===== src/sv/fair_share_task_picker_assert.svh =====
// Assertion macros shared by the fair-share task picker RTL.
// No dependencies; simulation-only checks compile away when SYNTH is defined.
`ifndef FAIR_SHARE_TASK_PICKER_ASSERT_SVH
`define FAIR_SHARE_TASK_PICKER_ASSERT_SVH

`ifndef SYNTH
// Clocked check that is ignored while reset is held.
`define FSTP_ASSERT_RST(label, clk_sig, rst_sig, prop, msg) \
  label: assert property (@(posedge clk_sig) disable iff (rst_sig) prop) else $error(msg);
// Clocked check that also holds during reset.
`define FSTP_ASSERT_ALWAYS(label, clk_sig, prop, msg) \
  label: assert property (@(posedge clk_sig) prop) else $error(msg);
`else
`define FSTP_ASSERT_RST(label, clk_sig, rst_sig, prop, msg)
`define FSTP_ASSERT_ALWAYS(label, clk_sig, prop, msg)
`endif

`endif


===== src/sv/fstp_pkg.sv =====
// Shared types, sizes and helpers for the fair-share task picker.
// No dependencies; used by fstp_cell and fair_share_task_picker.
package fstp_pkg;

  // Number of task entries in the ring of cells.
  localparam int MAX_TASKS = 16;
  localparam int IDX_W     = $clog2(MAX_TASKS);
  localparam int CNT_W     = $clog2(MAX_TASKS + 1);
  localparam int SLICE_W   = 4;
  localparam int PROD_W    = SLICE_W + CNT_W;
  localparam int DATA_W    = 32;

  typedef logic signed [DATA_W-1:0] owed_t;
  typedef logic [DATA_W-1:0]        run_t;
  typedef logic [IDX_W-1:0]         idx_t;

  // Control beat sent from the head of the ring to every cell.
  typedef struct packed {
    logic  shift;
    logic  wr;
    idx_t  idx;
    owed_t owed;
    run_t  run;
  } fstp_ctl_t;

  // Saturate a wide signed value to the signed 32-bit range.
  function automatic owed_t sat_s32(input logic signed [DATA_W+1:0] v);
    logic signed [DATA_W+1:0] hi;
    logic signed [DATA_W+1:0] lo;
    hi = (DATA_W+2)'($signed({1'b0, {(DATA_W-1){1'b1}}}));
    lo = -hi - (DATA_W+2)'(1);
    if (v > hi) begin
      return {1'b0, {(DATA_W-1){1'b1}}};
    end else if (v < lo) begin
      return {1'b1, {(DATA_W-1){1'b0}}};
    end
    return v[DATA_W-1:0];
  endfunction

endpackage


===== src/sv/fstp_cell.sv =====
// One task entry of the fair-share picker ring: owed time and run total.
// Depends on fstp_pkg for the data types and the control beat.
module fstp_cell (
  input  logic                 clk,
  input  logic                 rst,
  input  fstp_pkg::fstp_ctl_t  ctl,
  input  fstp_pkg::idx_t       cell_idx,
  input  fstp_pkg::owed_t      in_owed,
  input  fstp_pkg::run_t       in_run,
  output fstp_pkg::owed_t      owed,
  output fstp_pkg::run_t       run
);
  import fstp_pkg::*;

  // The entry either takes its neighbor's contents during a scan rotation,
  // or loads the final update when the head addresses this cell's home slot.
  always_ff @(posedge clk) begin
    if (rst) begin
      owed <= '0;
      run  <= '0;
    end else if (ctl.shift) begin
      owed <= in_owed;
      run  <= in_run;
    end else if (ctl.wr && (ctl.idx == cell_idx)) begin
      owed <= ctl.owed;
      run  <= ctl.run;
    end
  end

endmodule


===== src/sv/fair_share_task_picker.sv =====
// Top level of the fair-share task picker: ring of task cells plus head logic.
// Depends on fstp_pkg, fstp_cell and fair_share_task_picker_assert.svh.
//
// Usage:
//   Configuration: cfg_we with cfg_data writes active_tasks (reset 10). A value
//   of 0 counts as one task, a value above the table size as the full table.
//   Write it only while the block is idle.
//   Input: a scheduling beat is taken at a rising edge where start is high and
//   busy is low; slice_length is sampled at that edge.
//   Output: done pulses for one cycle with granted_task, granted_slice and
//   task_run_total. The receiver cannot stall, so nothing waits on it.
//   Sequence: the task entries rotate once around the ring of cells, one
//   entry per cycle past the head, in the scan state; the write-back state
//   then writes the chosen task back to its cell. busy is high through the
//   scan and the write-back, and done is shown in the first cycle with busy
//   low. A new beat can be taken at the edge that ends that cycle, but not
//   before the block is through with the last beat.
//   Reset: synchronous rst clears all owed times and run totals at once and
//   sets the active count to 10; no clearing pass is needed.
`include "fair_share_task_picker_assert.svh"

module fair_share_task_picker (
  input  logic        clk,
  input  logic        rst,
  input  logic        cfg_we,
  input  logic [4:0]  cfg_data,
  input  logic        start,
  input  logic [3:0]  slice_length,
  output logic        busy,
  output logic        done,
  output logic [3:0]  granted_task,
  output logic [3:0]  granted_slice,
  output logic [31:0] task_run_total
);
  import fstp_pkg::*;

  localparam logic [1:0] ST_IDLE  = 2'd0;
  localparam logic [1:0] ST_SCAN  = 2'd1;
  localparam logic [1:0] ST_WRITE = 2'd2;

  logic [1:0]          state;
  logic [4:0]          active_tasks;
  logic [CNT_W-1:0]    n_cur;
  logic [CNT_W-1:0]    n_q;
  logic [SLICE_W-1:0]  slice_q;
  logic [PROD_W-1:0]   prod_q;
  idx_t                scan_idx;
  owed_t               best;
  idx_t                pick;
  owed_t               pick_owed;
  run_t                pick_run;
  logic                in_range;
  owed_t               head_owed_wb;
  owed_t               new_owed;
  run_t                new_run;
  logic [DATA_W:0]     run_sum;
  fstp_ctl_t           ctl;
  owed_t               owed_q [MAX_TASKS];
  run_t                run_q  [MAX_TASKS];

  // Configuration register.
  always_ff @(posedge clk) begin
    if (rst) begin
      active_tasks <= 5'd10;
    end else if (cfg_we) begin
      active_tasks <= cfg_data;
    end
  end

  // Clamp the active count to the range one to MAX_TASKS.
  always_comb begin
    if (active_tasks == 5'd0) begin
      n_cur = CNT_W'(1);
    end else if (32'(active_tasks) > 32'(MAX_TASKS)) begin
      n_cur = CNT_W'(MAX_TASKS);
    end else begin
      n_cur = CNT_W'(active_tasks);
    end
  end

  assign busy = (state != ST_IDLE);

  // Head of the ring: the entry in cell 0 is examined and written back to the
  // tail with the slice added when it belongs to an active task.
  assign in_range     = (CNT_W'(scan_idx) < n_q);
  assign head_owed_wb = in_range
                        ? sat_s32((DATA_W+2)'(owed_q[0]) + (DATA_W+2)'(slice_q))
                        : owed_q[0];

  // Final values for the chosen task, computed exactly and saturated once.
  assign new_owed = sat_s32((DATA_W+2)'(pick_owed) + (DATA_W+2)'(slice_q)
                            - (DATA_W+2)'(prod_q));
  assign run_sum  = {1'b0, pick_run} + (DATA_W+1)'(slice_q);
  assign new_run  = run_sum[DATA_W] ? {DATA_W{1'b1}} : run_sum[DATA_W-1:0];

  // Control beat broadcast to the cells.
  always_comb begin
    ctl.shift = (state == ST_SCAN);
    ctl.wr    = (state == ST_WRITE);
    ctl.idx   = pick;
    ctl.owed  = new_owed;
    ctl.run   = new_run;
  end

  // Ring of cells: each cell takes its upper neighbor, the last takes the head.
  for (genvar i = 0; i < MAX_TASKS; i++) begin : g_cell
    owed_t in_owed_w;
    run_t  in_run_w;
    if (i == MAX_TASKS - 1) begin : g_tail
      assign in_owed_w = head_owed_wb;
      assign in_run_w  = run_q[0];
    end else begin : g_mid
      assign in_owed_w = owed_q[i+1];
      assign in_run_w  = run_q[i+1];
    end
    fstp_cell u_cell (
      .clk      (clk),
      .rst      (rst),
      .ctl      (ctl),
      .cell_idx (IDX_W'(i)),
      .in_owed  (in_owed_w),
      .in_run   (in_run_w),
      .owed     (owed_q[i]),
      .run      (run_q[i])
    );
  end

  // Sequencer: accept, rotate once around the ring, then write back.
  always_ff @(posedge clk) begin
    if (rst) begin
      state    <= ST_IDLE;
      scan_idx <= '0;
      done     <= 1'b0;
    end else begin
      done <= 1'b0;
      case (state)
        ST_IDLE: begin
          if (start) begin
            state    <= ST_SCAN;
            scan_idx <= '0;
          end
        end
        ST_SCAN: begin
          if (scan_idx == IDX_W'(MAX_TASKS - 1)) begin
            state    <= ST_WRITE;
            scan_idx <= '0;
          end else begin
            scan_idx <= scan_idx + IDX_W'(1);
          end
        end
        ST_WRITE: begin
          state <= ST_IDLE;
          done  <= 1'b1;
        end
        default: begin
          state <= ST_IDLE;
        end
      endcase
    end
  end

  // Item registers and the running best during the scan.
  always_ff @(posedge clk) begin
    if (state == ST_IDLE && start) begin
      slice_q <= slice_length;
      n_q     <= n_cur;
      prod_q  <= PROD_W'(slice_length) * PROD_W'(n_cur);
      best    <= '1;
      pick    <= '0;
    end else if (state == ST_SCAN) begin
      if (in_range && (owed_q[0] > best)) begin
        best      <= owed_q[0];
        pick      <= scan_idx;
        pick_owed <= owed_q[0];
        pick_run  <= run_q[0];
      end else if (scan_idx == '0) begin
        // Task 0 is the default grant, so its entry is always captured.
        pick_owed <= owed_q[0];
        pick_run  <= run_q[0];
      end
    end
  end

  // Result registers, loaded in the write-back state and shown with done.
  always_ff @(posedge clk) begin
    if (state == ST_WRITE) begin
      granted_task   <= 4'(pick);
      granted_slice  <= slice_q;
      task_run_total <= new_run;
    end
  end

  `FSTP_ASSERT_RST(a_done_after_write, clk, rst,
                   done |-> ($past(state) == ST_WRITE), "done without a write-back cycle")
  `FSTP_ASSERT_RST(a_start_sets_busy, clk, rst,
                   (start && !busy) |=> busy, "accepted beat did not raise busy")
  `FSTP_ASSERT_ALWAYS(a_idx_idle, clk,
                      (state != ST_SCAN) |-> (scan_idx == '0), "scan index left over outside a scan")
  `FSTP_ASSERT_RST(a_done_idle, clk, rst, done |-> !busy, "done shown while still busy")

endmodule


===== config.mk =====
export PLATFORM = sky130hd
export DESIGN_NAME = fair_share_task_picker
export DESIGN_NICKNAME = d
export VERILOG_FILES = /design/src/sv/fstp_pkg.sv /design/src/sv/fstp_cell.sv /design/src/sv/fair_share_task_picker.sv
export VERILOG_INCLUDE_DIRS = /design/src /design/src/sv
export SDC_FILE = /design/constraint.sdc
export NUM_CORES = 2
export LEC_CHECK = 0
export BUFFER_PORTS_ARGS = -buffer_cell sky130_fd_sc_hd__buf_2
export CAP_MARGIN = 20
export CORE_AREA = 2 2 326 264
export DETAILED_ROUTE_END_ITERATION = 12
export DIE_AREA = 0 0 328 266
export PLACE_DENSITY = 0.79
export SLEW_MARGIN = 10
export SYNTH_ARGS = -nofsm -noshare
export SYNTH_HDL_FRONTEND = slang
export SYNTH_SLANG_ARGS = --single-unit

===== constraint.sdc =====
create_clock -name clk -period 4.8 [get_ports clk]
set_input_delay 0.96 -clock clk [delete_from_list [all_inputs] [get_ports clk]]
set_output_delay 0.96 -clock clk [all_outputs]
set_load 0.01 [all_outputs]

==> metrics.cfg <==
[timing]
whs_ns = 0.450
rsz0062_at_grt = no
fin_tns_setup_ns = 0
period_minus_slack_ns = 4.48
finalCritPeriodShare = 0.934
skew_ns = 0.0524
tightest_slew_ns = 1.22
finalHoldViolations = 0
clock.fmax_mhz = 223
maxSlewViolCount = 0
timing.slew.headroom = 0.183
setup_violations = 0
layout_setup_ws_ns = 0.318

[global_routing]
overflow = 0
grt_usage = 0.354
grt_first_pass_wirelength_mm = 246
grt_start_max_net_pins = 186
grt_antenna_before_repair = 1
grt_pass1_vias = 41900

[pwr]
power_leakage_nw = 20.7
peakVddDrop_mv = 0.341
p_per_area_nw_per_um2 = 484
p_total_mw = 27.8

[placement]
dp_hpwl_mm = 93.3
globalplace.congestion = 1.02
numPlacedInstances = 6623
preCtsSetupSlack_ns = 0.464
io_buffers = 54

[outcome]
status = completed

[worst_setup_path]
start_kind = flop
crit_type = reg -> reg
cp.required_ns = 5.43
cp-end-kind = flop
cp_max_fo = 16
cp_data_arrival_time_ns = 5.11

[drt]
routed_via_density = 6.70
vias = 45800
wl_per_cell_um = 23.3
dr.pass1.iters = 7
drc = 0
drtAntennaViolNets = 0
wirelength_mm = 159
drt_iter0_drc = 6747

[synth]
synthCells = 5884
synth_nets = 6005
synthFlopType = dfxtp_1
avgSynthCellArea_sq_um = 8.93
ys_top_cells_by_area = dfxtp_1, a21oi_1, edfxtp_1
synth_seq_cells = 1194
synth_cell_types = 83
synth_top_area_share = 0.409
yosys_warnings = 0
synth_edf_count = 122
synth-async-reset-ratio = 0
syn_area_sq_um = 52500
synth_seq_area_share = 0.478
synth_top_area_cell = dfxtp_1

[floorplan]
num_rows = 96
die_h_um = 266
die_area_sq_um = 87200
initial_core_util = 0.622
die_w_um = 328
coreArea_sq_um = 84400
io-pin-count = 55

[clock_network]
post_cts_buffers = 0
cts_tree = built
insertion_delay_ns = 0.72
cts_hold_buf = 0
h-tree-depth = 3
cts_root_buffer = clkbuf_16
cts_max_path_buffers = 3
ctsResizeCount = 0
clk_pin_slew_ns = 0.07
cts_buffers = 112
cts_sinks = 1194

[flow_run]
max_cap_violations = 0

[layout]
nets = 5734
n_antenna_cell = 0
final_cell_mix = dfxtp_1, nor2_1, a21oi_1
drive_gt1_frac = 0.110
final_cells = 6836
multi_input_area_sq_um = 24900
final_common_cell = dfxtp_1
register_area_sq_um = 25100
nFillCells = 6462
syn_to_final_growth_pct = 9.34

[hold_path]
hold_path.class = reg -> reg

[registers in the layout, indices dropped and copies added, names as in the netlist, 5 cells and up]
| signal | cells |
|---|---|
| task_run_total | 32 |
| n_q | 5 |
| g_cell.u_cell.owed | 512 |
| active_tasks | 5 |
| pick_run | 32 |
| best | 32 |
| pick_owed | 32 |
| g_cell.u_cell.run | 512 |
| prod_q | 9 |
[synth_stat cells, drive strengths merged (20+ instances only)]
cell,n
nand4,36
xor2,35
a21oi,758
ha,96
nand2b,27
and2,20
o41ai,49
o31ai,34
a31oi,44
nand3,41
a211oi,537
o211ai,283
nand2,429
dfxtp,1072
a211o,22
edfxtp,122
nor3,234
xnor2,27
nand3b,144
a21o,31
nor2,743
buf,108
o22ai,41
inv,112
a22oi,33
clkbuf,470
o21ai,166
[critical path: stages (launching register included)]
cell and delay, ns:
edfxtp_1 0.35, inv_1 0.09, fa_1 0.55, inv_1 0.08, ha_1 0.33, a211oi_1 0.33
o21ai_1 0.17, a21oi_1 0.33, a211o_1 0.23, a31o_1 0.19, a32oi_2 0.15, nor2_4 0.67
buf_4 0.41, a21oi_4 0.16, a311oi_1 0.35
[report_power, final]
| part | total (mW) | internal, mW | switching, mW |
|---|---|---|---|
| Combinational | 6.68 | 1.97 | 4.70 |
| Sequential | 11.8 | 11.2 | 0.635 |
| Clock | 9.28 | 5.28 | 4.00 |
| Total | 27.8 | 18.4 | 9.34 |
[path summary, 6_finish.rpt]
kind | start | endpoint | slack (ns) | depth (start not counted)
worst max register to register | slice_q[1] | g_cell[15].u_cell.owed[25] | 0.32 | 14
worst max-delay path | slice_q[1] | g_cell[15].u_cell.owed[25] | 0.32 | 14
worst min register to register | g_cell[6].u_cell.run[20] | g_cell[6].u_cell.run[20] | 0.45 | 2
worst min-delay path | g_cell[6].u_cell.run[20] | g_cell[6].u_cell.run[20] | 0.45 | 2
[logic make-up (layout without fill, tap and decap cells)]
logic type | Yosys count | after routing | share of synthesized area
simple gates | 1734 | 1734 | 0.150
compound gates | 2090 | 2090 | 0.278
fa+ha+maj | 108 | 108 | 0.0274
flops | 1194 | 1194 | 0.478
xor+xnor | 62 | 62 | 0.0103
mux | 6 | 6 | 0.00119
buf+inv | 690 | 515 | 0.0546
[routing by layer]
layer,vias to the layer above,track usage,share of wire
li1,20900,-,-
met1,22000,0.520,0.43
met2,2545,0.509,0.42
met3,408,0.0822,0.12
met4,2,0.123,0.035
met5,-,0,0.00011
[layout make-up]
class | count | area share
Sequential cell | 1194 | 0.438
Inverter | 112 | 0.00732
Clock inverter | 51 | 0.0112
Multi-Input combinational cell | 4000 | 0.434
Tap cell | 1127 | 0.0246
Clock buffer | 159 | 0.0559
Timing Repair Buffer | 193 | 0.0291
[metrics by stage]
| step | utilization | instance area, sq um |
|---|---|---|
| finish | 0.680 | 57400 |
| global route | 0.680 | 57400 |
| CTS | 0.679 | 57400 |
| detailed placement | 0.634 | 53500 |
| global placement | 0.634 | 53500 |
| floorplan | - | 52500 |
Power figures use the tool's default switching activity.
